===== config.mk =====
export PLATFORM = sky130hd
export DESIGN_NAME = ethernet_ip_header_parser_checker_top
export DESIGN_NICKNAME = d
export VERILOG_FILES = /design/src/eiphc_pkg.sv /design/src/ethernet_ip_header_parser_checker_top.sv
export SDC_FILE = /design/constraint.sdc
export NUM_CORES = 1
export LEC_CHECK = 0
export BUFFER_PORTS_ARGS = -buffer_cell sky130_fd_sc_hd__buf_2
export CAP_MARGIN = 0
export CORE_ASPECT_RATIO = 1.4
export CORE_MARGIN = 2
export CORE_UTILIZATION = 63
export CTS_BUF_LIST = sky130_fd_sc_hd__clkbuf_2 sky130_fd_sc_hd__clkbuf_4 sky130_fd_sc_hd__clkbuf_8
export DETAILED_ROUTE_END_ITERATION = 16
export GPL_TIMING_DRIVEN = 0
export PLACE_DENSITY = 0.84
export SETUP_SLACK_MARGIN = 0.1
export SLEW_MARGIN = 5
export SYNTH_ARGS = -nofsm -noshare
export SYNTH_HDL_FRONTEND = slang
export SYNTH_SLANG_ARGS = --single-unit

===== constraint.sdc =====
create_clock -name clk_i -period 23.8 [get_ports clk_i]
set_clock_uncertainty 0.1 [all_clocks]
set_input_delay 0 -clock clk_i [delete_from_list [all_inputs] [get_ports clk_i]]
set_output_delay 0 -clock clk_i [all_outputs]
set_load 0.1 [all_outputs]

===== src/eiphc_pkg.sv =====
`default_nettype none

package eiphc_pkg;

  // Frame offsets of the fields that are captured, counted from the first byte.
  localparam logic [15:0] OffEtypeHi  = 16'd12;
  localparam logic [15:0] OffEtypeLo  = 16'd13;
  localparam logic [15:0] OffIp       = 16'd14;
  localparam logic [15:0] OffTos      = 16'd15;
  localparam logic [15:0] OffTlenHi   = 16'd16;
  localparam logic [15:0] OffTlenLo   = 16'd17;
  localparam logic [15:0] OffPseudoLen = 16'd18;
  localparam logic [15:0] OffPseudoPrt = 16'd19;
  localparam logic [15:0] OffArpOpHi  = 16'd20;
  localparam logic [15:0] OffArpOpLo  = 16'd21;
  localparam logic [15:0] OffTtl      = 16'd22;
  localparam logic [15:0] OffProto    = 16'd23;
  localparam logic [15:0] OffSegStart = 16'd26;
  localparam logic [15:0] OffL4       = 16'd34;
  localparam logic [15:0] OffPortsEnd = 16'd38;
  localparam logic [15:0] OffSeqEnd   = 16'd46;
  localparam logic [15:0] OffFlags    = 16'd47;
  localparam logic [15:0] OffWinHi    = 16'd48;
  localparam logic [15:0] OffWinLo    = 16'd49;
  localparam logic [15:0] OffLimit    = 16'hffff;

  localparam logic [15:0] EtypeIpv4 = 16'h0800;
  localparam logic [15:0] EtypeArp  = 16'h0806;

  localparam logic [7:0] ProtoIcmp = 8'd1;
  localparam logic [7:0] ProtoTcp  = 8'd6;
  localparam logic [7:0] ProtoUdp  = 8'd17;

  localparam logic [3:0] IpVersion4 = 4'd4;

  // A deferred-carry one's complement sum verifies when it is a nonzero
  // multiple of 0xffff; in 17 bits that is one of these two values.
  localparam logic [16:0] SumGoodLo = 17'h0ffff;
  localparam logic [16:0] SumGoodHi = 17'h1fffe;

  typedef enum logic [1:0] {
    FK_OTHER = 2'd0,
    FK_IPV4  = 2'd1,
    FK_ARP   = 2'd2
  } frame_kind_e;

  typedef enum logic [1:0] {
    L4_NONE = 2'd0,
    L4_UDP  = 2'd1,
    L4_TCP  = 2'd2,
    L4_ICMP = 2'd3
  } l4_kind_e;

  typedef struct packed {
    frame_kind_e frame_kind;
    l4_kind_e    l4_kind;
    logic [7:0]  ip_tos;
    logic [7:0]  ip_ttl;
    logic        ip_sum_ok;
    logic [63:0] ip_pair;
    logic [31:0] port_pair;
    logic [63:0] seq_ack_pair;
    logic [2:0]  tcp_flag_bits;
    logic [15:0] tcp_window;
    logic        tcp_sum_ok;
    logic [15:0] aux_code;
  } summary_t;

endpackage

`default_nettype wire


===== src/ethernet_ip_header_parser_checker_top.sv =====
`default_nettype none

// Channel   Direction  Handshake                Payload
// in        input      in_valid_i/in_ready_o    frame_byte_i, frame_end_i
// out       output     out_valid_o/out_ready_i  frame_kind_o .. aux_code_o
//
// One byte is taken per cycle unless a last byte is held in the input register. A
// byte passes an input register, and from there it updates the running header
// state; on a frame's last byte the summary is written into the output register.
// Reset clears the parse state and both valid flags. Only a last byte waits
// on a full output register; other bytes keep flowing while a summary waits.
module ethernet_ip_header_parser_checker_top (
  input  wire logic        clk_i,
  input  wire logic        rst_ni,
  input  wire logic        in_valid_i,
  output logic             in_ready_o,
  input  wire logic [7:0]  frame_byte_i,
  input  wire logic        frame_end_i,
  output logic             out_valid_o,
  input  wire logic        out_ready_i,
  output logic [1:0]       frame_kind_o,
  output logic [1:0]       l4_kind_o,
  output logic [7:0]       ip_tos_o,
  output logic [7:0]       ip_ttl_o,
  output logic             ip_sum_ok_o,
  output logic [63:0]      ip_pair_o,
  output logic [31:0]      port_pair_o,
  output logic [63:0]      seq_ack_pair_o,
  output logic [2:0]       tcp_flag_bits_o,
  output logic [15:0]      tcp_window_o,
  output logic             tcp_sum_ok_o,
  output logic [15:0]      aux_code_o
);
  import eiphc_pkg::*;

  // Input register.
  logic       in_vld_q;
  logic [7:0] byte_q;
  logic       last_q;

  // Parse state.
  logic [15:0] off_q, off_d;
  logic [15:0] etype_q, etype_d;
  logic [3:0]  ver_q, ver_d;
  logic [5:0]  hlen_q, hlen_d;
  logic [15:0] tlen_q, tlen_d;
  logic [7:0]  proto_q, proto_d;
  logic [16:0] ipacc_q, ipacc_d;
  logic [16:0] segacc_q, segacc_d;
  logic [63:0] addr_q, addr_d;
  logic [31:0] ports_q, ports_d;
  logic [63:0] seqack_q, seqack_d;
  logic [7:0]  tos_q, tos_d;
  logic [7:0]  ttl_q, ttl_d;
  logic [15:0] win_q, win_d;
  logic [7:0]  flags_q, flags_d;
  logic [15:0] arpop_q, arpop_d;
  logic [7:0]  icmp_q, icmp_d;

  logic [15:0] seglen;
  logic [15:0] seg_rel;
  logic [15:0] word;
  logic [15:0] seg_word;
  logic        seg_add;
  logic        fire;
  logic        out_free;
  logic        out_vld_q;
  summary_t    res_d, res_q;

  // A beat leaves the input register unless it closes a frame and the
  // output register still holds an untaken summary.
  assign out_free   = !out_vld_q || out_ready_i;
  assign fire       = in_vld_q && (!last_q || out_free);
  assign in_ready_o = !in_vld_q || fire;

  always_ff @(posedge clk_i or negedge rst_ni) begin
    if (!rst_ni) begin
      in_vld_q <= 1'b0;
    end else if (in_ready_o) begin
      in_vld_q <= in_valid_i;
    end
  end

  always_ff @(posedge clk_i) begin
    if (in_valid_i && in_ready_o) begin
      byte_q <= frame_byte_i;
      last_q <= frame_end_i;
    end
  end

  // Per-byte field capture and checksum accumulation.
  assign seglen  = tlen_q - {10'd0, hlen_q};
  assign seg_rel = off_q - OffL4;
  assign word    = off_q[0] ? {8'd0, byte_q} : {byte_q, 8'd0};

  always_comb begin
    off_d    = off_q;
    etype_d  = etype_q;
    ver_d    = ver_q;
    hlen_d   = hlen_q;
    tlen_d   = tlen_q;
    proto_d  = proto_q;
    ipacc_d  = ipacc_q;
    segacc_d = segacc_q;
    addr_d   = addr_q;
    ports_d  = ports_q;
    seqack_d = seqack_q;
    tos_d    = tos_q;
    ttl_d    = ttl_q;
    win_d    = win_q;
    flags_d  = flags_q;
    arpop_d  = arpop_q;
    icmp_d   = icmp_q;
    seg_add  = 1'b0;
    seg_word = word;

    if (off_q != OffLimit) begin
      off_d = off_q + 16'd1;
      if (off_q == OffEtypeHi || off_q == OffEtypeLo) begin
        etype_d = {etype_q[7:0], byte_q};
      end
      if (off_q == OffIp) begin
        ver_d  = byte_q[7:4];
        hlen_d = {byte_q[3:0], 2'b00};
      end
      if (off_q == OffTos) begin
        tos_d = byte_q;
      end
      if (off_q == OffTlenHi || off_q == OffTlenLo) begin
        tlen_d = {tlen_q[7:0], byte_q};
      end
      if (off_q == OffArpOpHi || off_q == OffArpOpLo) begin
        arpop_d = {arpop_q[7:0], byte_q};
      end
      if (off_q == OffTtl) begin
        ttl_d = byte_q;
      end
      if (off_q == OffProto) begin
        proto_d = byte_q;
      end
      if (off_q >= OffSegStart && off_q < OffL4) begin
        addr_d = {addr_q[55:0], byte_q};
      end
      if (off_q >= OffL4 && off_q < OffPortsEnd) begin
        ports_d = {ports_q[23:0], byte_q};
      end
      if (off_q >= OffPortsEnd && off_q < OffSeqEnd) begin
        seqack_d = {seqack_q[55:0], byte_q};
      end
      if (off_q == OffL4) begin
        icmp_d = byte_q;
      end
      if (off_q == OffFlags) begin
        flags_d = byte_q;
      end
      if (off_q == OffWinHi || off_q == OffWinLo) begin
        win_d = {win_q[7:0], byte_q};
      end

      // IP header words, with the carry out of bit 15 folded in one beat later.
      if (off_q >= OffIp && off_q < OffL4) begin
        ipacc_d = {1'b0, ipacc_q[15:0]} + {16'd0, ipacc_q[16]} + {1'b0, word};
      end

      // The pseudo-header length and protocol enter the segment sum while the
      // gap before the addresses passes; the length is settled by then.
      if (off_q == OffPseudoLen) begin
        seg_add  = 1'b1;
        seg_word = seglen;
      end else if (off_q == OffPseudoPrt) begin
        seg_add  = 1'b1;
        seg_word = {8'd0, ProtoTcp};
      end else if (off_q >= OffSegStart && (off_q < OffL4 || seg_rel < seglen)) begin
        seg_add = 1'b1;
      end
      if (seg_add) begin
        segacc_d = {1'b0, segacc_q[15:0]} + {16'd0, segacc_q[16]} + {1'b0, seg_word};
      end
    end
  end

  // Summary built from the state as it stands after the closing byte.
  always_comb begin
    res_d = '0;
    if (etype_d == EtypeIpv4) begin
      res_d.frame_kind = FK_IPV4;
      res_d.ip_tos     = tos_d;
      res_d.ip_ttl     = ttl_d;
      res_d.ip_sum_ok  = (ipacc_d == SumGoodLo) || (ipacc_d == SumGoodHi);
      res_d.ip_pair    = addr_d;
      if (proto_d == ProtoUdp) begin
        res_d.l4_kind   = L4_UDP;
        res_d.port_pair = ports_d;
      end else if (proto_d == ProtoTcp) begin
        res_d.l4_kind       = L4_TCP;
        res_d.port_pair     = ports_d;
        res_d.seq_ack_pair  = seqack_d;
        res_d.tcp_flag_bits = {flags_d[1], flags_d[2], flags_d[0]};
        res_d.tcp_window    = win_d;
        res_d.tcp_sum_ok    = (segacc_d == SumGoodLo) || (segacc_d == SumGoodHi);
      end else if (proto_d == ProtoIcmp) begin
        res_d.l4_kind = L4_ICMP;
        if (ver_d == IpVersion4) begin
          res_d.aux_code = {8'd0, icmp_d};
        end
      end
    end else if (etype_d == EtypeArp) begin
      res_d.frame_kind = FK_ARP;
      res_d.aux_code   = arpop_d;
    end
  end

  // State registers; a frame's last byte leaves everything cleared.
  always_ff @(posedge clk_i or negedge rst_ni) begin
    if (!rst_ni) begin
      off_q    <= '0;
      etype_q  <= '0;
      ver_q    <= '0;
      hlen_q   <= '0;
      tlen_q   <= '0;
      proto_q  <= '0;
      ipacc_q  <= '0;
      segacc_q <= '0;
      addr_q   <= '0;
      ports_q  <= '0;
      seqack_q <= '0;
      tos_q    <= '0;
      ttl_q    <= '0;
      win_q    <= '0;
      flags_q  <= '0;
      arpop_q  <= '0;
      icmp_q   <= '0;
    end else if (fire) begin
      if (last_q) begin
        off_q    <= '0;
        etype_q  <= '0;
        ver_q    <= '0;
        hlen_q   <= '0;
        tlen_q   <= '0;
        proto_q  <= '0;
        ipacc_q  <= '0;
        segacc_q <= '0;
        addr_q   <= '0;
        ports_q  <= '0;
        seqack_q <= '0;
        tos_q    <= '0;
        ttl_q    <= '0;
        win_q    <= '0;
        flags_q  <= '0;
        arpop_q  <= '0;
        icmp_q   <= '0;
      end else begin
        off_q    <= off_d;
        etype_q  <= etype_d;
        ver_q    <= ver_d;
        hlen_q   <= hlen_d;
        tlen_q   <= tlen_d;
        proto_q  <= proto_d;
        ipacc_q  <= ipacc_d;
        segacc_q <= segacc_d;
        addr_q   <= addr_d;
        ports_q  <= ports_d;
        seqack_q <= seqack_d;
        tos_q    <= tos_d;
        ttl_q    <= ttl_d;
        win_q    <= win_d;
        flags_q  <= flags_d;
        arpop_q  <= arpop_d;
        icmp_q   <= icmp_d;
      end
    end
  end

  // Output register.
  always_ff @(posedge clk_i or negedge rst_ni) begin
    if (!rst_ni) begin
      out_vld_q <= 1'b0;
    end else if (fire && last_q) begin
      out_vld_q <= 1'b1;
    end else if (out_ready_i) begin
      out_vld_q <= 1'b0;
    end
  end

  always_ff @(posedge clk_i) begin
    if (fire && last_q) begin
      res_q <= res_d;
    end
  end

  assign out_valid_o     = out_vld_q;
  assign frame_kind_o    = res_q.frame_kind;
  assign l4_kind_o       = res_q.l4_kind;
  assign ip_tos_o        = res_q.ip_tos;
  assign ip_ttl_o        = res_q.ip_ttl;
  assign ip_sum_ok_o     = res_q.ip_sum_ok;
  assign ip_pair_o       = res_q.ip_pair;
  assign port_pair_o     = res_q.port_pair;
  assign seq_ack_pair_o  = res_q.seq_ack_pair;
  assign tcp_flag_bits_o = res_q.tcp_flag_bits;
  assign tcp_window_o    = res_q.tcp_window;
  assign tcp_sum_ok_o    = res_q.tcp_sum_ok;
  assign aux_code_o      = res_q.aux_code;

endmodule

`default_nettype wire


# Word-level counts from Yosys, hierarchy flattened
# Cells that the tools add are included.
# op_classes
n_addsub	7
magnitude_cmp	8
eq_ne	27
n_mux	72
bitwise	2
reduce_logical	30
# op_table
op	count
64-bit 2-to-1 mux	6
16-bit 2-to-1 mux	23
16-bit by 5-bit == test with 1-bit output (second input constant)	8
32-bit 2-to-1 mux	4
116-bit 2-to-1 mux	1
8-bit 2-to-1 mux	13
17-bit 2-to-1 mux	6
16-bit by 4-bit == test with 1-bit output (second input constant)	4
16-bit by 6-bit == test with 1-bit output (second input constant)	4
16-bit by 6-bit < comparator with 1-bit output (second input constant)	3
16-bit by 1-bit adder with 17-bit output	2
17-bit by 16-bit adder with 17-bit output	2
17-bit by 16-bit == test with 1-bit output (second input constant)	2
17-bit == test (second input constant)	2
16-bit by 12-bit == test with 1-bit output (second input constant)	2
16-bit by 6-bit >= comparator with 1-bit output (second input constant)	2
6-bit 2-to-1 mux	3
16-bit by 1-bit adder with 16-bit output (second input constant)	1
16-bit by 4-bit >= comparator with 1-bit output (second input constant)	1
16-bit by 5-bit >= comparator with 1-bit output (second input constant)	1
16-bit < comparator	1
16-bit inequality test (second input constant)	1
16-bit by 6-bit subtractor with 16-bit output	1
16-bit by 6-bit subtractor with 16-bit output (second input constant)	1
17 further kinds	52
# word_totals
reg_bits	547
input_bits	13
output_inout_bits	219

# Longest topological paths before layout
# logic_depth
word_depth	14
ltp_mapped	19
ltp_nobuf	19

# Worst setup path before layout
# Ideal clock, no wire load.
# synth_path
kind	register to register
start	register out_vld_q (netlist: out_valid_o)
end	register res_q, in the netlist aux_code_o[0], enable pin
setup_time_ns	0.666
arrival_time_ns	7.394
t_required_ns	23.034
setup_slack_ns	15.640
stages_incl_launch_ff	5
path_buffers	2
period_less_slack_ns	8.160
cell_sequence	dfrtp_1 nand3b_1 and3_1 clkbuf_1 clkbuf_1
# synth_between
elab_chain_cells	5
# synth_lines
item	line	text
start, declared	ethernet_ip_header_parser_checker_top.sv:67	logic out_vld_q;
start signal, assigned	ethernet_ip_header_parser_checker_top.sv:277	out_vld_q <= 1'b0;
start signal, assigned	ethernet_ip_header_parser_checker_top.sv:279	out_vld_q <= 1'b1;
start signal, assigned	ethernet_ip_header_parser_checker_top.sv:281	out_vld_q <= 1'b0;
1-bit zero test	ethernet_ip_header_parser_checker_top.sv:72	assign out_free = !out_vld_q || out_ready_i;
1-bit logical OR	ethernet_ip_header_parser_checker_top.sv:72	
1-bit logical OR	ethernet_ip_header_parser_checker_top.sv:73	assign fire = in_vld_q && (!last_q || out_free);
1-bit logical AND	ethernet_ip_header_parser_checker_top.sv:73	
1-bit logical AND	ethernet_ip_header_parser_checker_top.sv:286	if (fire && last_q) begin
end signal, assigned	ethernet_ip_header_parser_checker_top.sv:287	res_q <= res_d;
end, declared	ethernet_ip_header_parser_checker_top.sv:68	summary_t res_d, res_q;
# Every way passes these cells.
# A chain may end at the register's enable or synchronous reset.

# Worst setup path in the final report
# layout_path
start	register off_q[7]
end	register res_q, in the netlist tcp_sum_ok_o, data pin
# layout_between
elab_chain_cells	12
elab_cells_between_ends	36
# layout_lines
item	line	text
start, declared	ethernet_ip_header_parser_checker_top.sv:42	logic [15:0] off_q, off_d;
start signal, assigned	ethernet_ip_header_parser_checker_top.sv:216	off_q <= '0;
start signal, assigned	ethernet_ip_header_parser_checker_top.sv:235	off_q <= '0;
start signal, assigned	ethernet_ip_header_parser_checker_top.sv:253	off_q <= off_d;
16-bit by 6-bit subtractor with 16-bit output	ethernet_ip_header_parser_checker_top.sv:93	assign seg_rel = off_q - OffL4;
16-bit < comparator	ethernet_ip_header_parser_checker_top.sv:173	end else if (off_q >= OffSegStart && (off_q < OffL4 || seg_rel < seglen)) begin
1-bit logical OR	ethernet_ip_header_parser_checker_top.sv:173	
1-bit logical AND	ethernet_ip_header_parser_checker_top.sv:173	
1-bit 2-to-1 mux	ethernet_ip_header_parser_checker_top.sv:173	
1-bit 2-to-1 mux	ethernet_ip_header_parser_checker_top.sv:170	end else if (off_q == OffPseudoPrt) begin
1-bit 2-to-1 mux	ethernet_ip_header_parser_checker_top.sv:167	if (off_q == OffPseudoLen) begin
1-bit 2-to-1 mux	ethernet_ip_header_parser_checker_top.sv:117	if (off_q != OffLimit) begin
17-bit 2-to-1 mux	ethernet_ip_header_parser_checker_top.sv:176	if (seg_add) begin
17-bit 2-to-1 mux	ethernet_ip_header_parser_checker_top.sv:117	
17-bit by 16-bit == test with 1-bit output / 17-bit == test (equally long branches)	ethernet_ip_header_parser_checker_top.sv:200	res_d.tcp_sum_ok = (segacc_d == SumGoodLo) || (segacc_d == SumGoodHi);
1-bit logical OR	ethernet_ip_header_parser_checker_top.sv:200	
# Parallel ways exist; a longest one is shown, timed or not. The select of a mux whose other input is x is not followed.

==> out/qor.csv <==
stage;metric;value;unit
synthesis;Seq/Total Area, Yosys;0.580;
timing;Worst slew margin;-0.0177;
synthesis;adder-cell share of the synthesized area;0.0314;
synthesis;FF+latch count, synth;545;
clock_tree;TritonCTS clock tree;yes;
setup_path;Crit Reg-Reg Endpoint;tcp_sum_ok_o;
floorplanning;die area;42100;sq um
grt;met1 usage;0.433;
run_status;status;finished with violations;
clock_tree;# clock sinks;545;
synthesis;Syn. warnings;0;
drt;Routed Antenna Nets;0;
power;Power Total;2240;uW
setup_path;Critical Path AT;6.35;ns
worst_hold_path;hold depth;4;
grt;GRT met3 Usage;0.0529;
cells_and_area;Layout area overhead;15.2;%
cells_and_area;# nets final;2873;
clock_tree;CTS Buf Count;80;
place;port buffer count;231;
clock_tree;clock-pin slew on the worst setup and hold paths;0.07;ns
timing;final setup TNS;0;ns
synthesis;compound-cell area share of the yosys netlist;0.182;
synthesis;async set-reset flop share out of synthesis;0.585;
setup_path;Data required, critical path;24.11;ns
setup_path;startpoint types;flop;
grt;number of global-route vias before repair;20900;
drt;Via-to-Cell Ratio;6.34;
setup_path;crit-path max FO;10;
timing;Final min period;6.04;ns
floorplanning;Ports;232;
grt;pin count of the biggest net entering global routing;116;
synthesis;Post-Syn Nets;2529;
clock_tree;Clk Latency, worst-skew pair;0.67;ns
synthesis;largest family of logic cells by synthesized area;compound AO/OA/AOI/OAI gates;
timing;Final period util;0.254;
synthesis;Post-Syn Area per Cell;10.4;sq um
cells_and_area;fin area;29400;sq um
synthesis;number of synthesized flops with an enable pin;226;
synthesis;synthesized instance count;2455;
setup_path;reg-to-reg slack, setup;17.76;ns
drt;routed via count;21600;
cells_and_area;share of layout cells above drive strength 1;0.139;
synthesis;synthesized cell area;25500;sq um
grt;total gr overflow;0;
cells_and_area;register area;14800;sq um
power;Worst IR Drop VDD;0.0000476;V
grt;first-pass GRT wire length;117000;microns
floorplanning;core area;40100;sq um
synthesis;multiplexer share of the synthesized area;0.00928;
grt;GRT Total Usage;0.361;
synthesis;post-synthesis xor/xnor area fraction;0.0196;
synthesis;Top FF cell, synth;dfrtp_1;
timing;FMAX;0.166;GHz
drt;WL/cell;22.4;microns
run_status;failing checks;capacitance limit, slew limit;
floorplanning;Initial Util;0.636;
grt;antenna violations before repair;1;
cells_and_area;filler cell count;2838;
power;Pleak;0.0118;uW
drt;drt pass-1 iters;6;
place;DP Area;27500;sq um
timing;worst-margin pin slew;1.51;ns
power;P per Cell Area;76.2;nW/um^2
cells_and_area;Final Util;0.733;
cells_and_area;multi-input logic area;9990;sq um
place;HPWL Detailed;53700;microns
place;GP Congestion;0.960;
setup_path;worst r2r src;off_q[7];
setup_path;WS Path Type;reg -> reg;
setup_path;Worst setup EP type;flop;
job;max_cap viols;1;
drt;starting DRC count in detailed routing;2341;
clock_tree;htree depth;3;
grt;most used routing layer in global routing;met2;
clock_tree;Clock Tree Buf Depth;3;
synthesis;simple logic cell fraction of the synthesized area;0.149;
timing;setup repair after global routing missed its margin;false;
floorplanning;row count;87;
drt;drt total wl;76300;microns
clock_tree;post-cts sizing count;0;
timing;Hold Vio Cnt, Final;0;
floorplanning;die width;174;microns
synthesis;Netlist cell types;78;
drt;drc violations;0;
setup_path;R2R cell count;16;
worst_hold_path;Hold Path Class;in -> reg;
clock_tree;Root Buffer;clkbuf_8;
floorplanning;die height;242;microns
timing;Final Max Tran Viols;11;
setup_path;crit path to;tcp_sum_ok_o;
setup_path;worst setup path start;off_q[7];
worst_hold_path;min-delay src;out_ready_i;
grt;grt met2 use;0.607;
timing;Final Setup Violations;0;
## logic make-up after synthesis
group,count (synthesis)
mux,23
compound gates,714
simple gates,863
buf+inv,192
xor+xnor,57
flops,545
fa+ha+maj,61
## cell usage after synthesis, types with 3 or more instances
library cell,instances,area [sq um]
or4_1,3,22.5
or3_1,9,56.3
a211oi_1,6,45.0
o21ai_0,145,726
a21o_1,15,113
o21a_1,9,67.6
a22o_1,188,1650
nor4_1,18,113
o22ai_1,12,75.1
and4_1,3,26.3
mux2i_1,21,210
nor4b_1,4,35.0
xor2_1,29,254
nand3_1,34,170
nand2_1,568,2130
a31oi_1,13,81.3
a2bb2oi_1,6,52.6
a41oi_1,6,52.6
fa_1,5,100
a21boi_0,4,30.0
o21ai_1,13,65.1
o31ai_1,3,22.5
nor3b_1,4,30.0
inv_1,28,105
nand4_1,19,119
edfxtp_1,226,6790
nand2b_1,23,144
o41ai_1,4,35.0
buf_2,4,20.0
ha_1,56,701
a22oi_1,20,150
nor2b_1,24,150
buf_1,5,18.8
nor2_1,84,315
dfrtp_1,319,7980
nor3_1,27,135
a21oi_1,238,1190
and3_1,9,56.3
and2_1,14,87.6
clkbuf_1,152,571
o2bb2ai_1,7,61.3
xnor2_1,28,245
o211ai_1,4,30.0
## power by group
part | switching (uW) | internal, uW | total [uW]
logic | 302 | 121 | 423
registers | 31.7 | 1020 | 1050
clock network | 372 | 396 | 767
## how the worst min path moves through the flow
stage                        to  slack [ns]
floorplan             addr_q[0]       -0.40
global placement      byte_q[2]        0.08
detailed placement   addr_q[42]       -0.32
CTS                 out_valid_o        0.06
global route        out_valid_o        0.15
finish              out_valid_o        0.12
## through the flow
stage / worst slack, ns / hold WS (ns) / cells
5_1_grt: 17.54 / 0.148 / 3400
2_1_floorplan: 15.64 / -0.396 / 2455
4_1_cts: 17.92 / 0.0585 / 3399
3_3_place_gp: 13.70 / 0.0769 / 3220
3_5_place_dp: 18.04 / -0.322 / 3227
6_report: 17.76 / 0.116 / 3401
## cell usage in the layout (no fill, tap or decap), types with 15 or more instances in the layout
master         count
inv_1             28
clkbuf_8          86
ha_1              56
dlygate4sd3_1     24
mux2i_1           21
a22oi_1           20
xor2_1            29
clkbuf_1         151
a21o_1            15
a21oi_1          238
edfxtp_1         226
nor4_1            17
nand4_1           19
o21ai_0          145
nor3_1            27
nand2b_1          23
xnor2_1           28
nor2_1            84
nand3_1           34
nor2b_1           24
dfrtp_1          319
clkbuf_4          30
buf_2            234
a22o_1           188
nand2_1          568
## flip-flops by register name, summed over array words and instances, names as in the netlist, 16 cells and up
signal,count
addr_q,64
arpop_q,16
aux_code_o,16
etype_q,16
ip_pair_o,64
ipacc_q,17
off_q,16
port_pair_o,32
ports_q,32
segacc_q,17
seq_ack_pair_o,64
seqack_q,64
tcp_window_o,16
tlen_q,16
win_q,16
## per-layer routing
metal | share of wire | routed length (microns)
met1 | 0.36 | 27400
met2 | 0.49 | 37700
met3 | 0.078 | 5990
met4 | 0.068 | 5220
met5 | 0 | 0
## repair_timing
action / 4_1_cts / 5_1_grt
endpoints found under the setup margin: 0 / 0
hold endpoints to repair: 250 / 0
buffers inserted: 0 / 0
hold buffers: 24 / 0
## layout make-up
type / instances / share of cell area
diodes: 2 / 0.000170
plain buffers: 163 / 0.0214
clock buffers: 115 / 0.0477
clock inverters: 33 / 0.00733
inverters: 29 / 0.00371
multi-input cells: 1718 / 0.340
flip-flops and latches: 545 / 0.503
well taps: 534 / 0.0228
repair buffers: 262 / 0.0538
## worst max-delay path: stages, from the launching register on
cell	delay, ns
dfrtp_1	0.36
clkbuf_1	0.19
nor3_2	0.40
nand4_4	0.25
nor3_1	0.74
nand2_1	0.23
clkbuf_1	0.27
o21ai_0	0.48
ha_1	0.38
a21oi_1	0.42
o211ai_1	0.28
a31oi_1	0.34
o31ai_1	0.17
xor2_1	0.20
nor4b_1	0.36
a41oi_1	0.17
a211oi_1	0.43
Power figures use the tool's default switching activity.
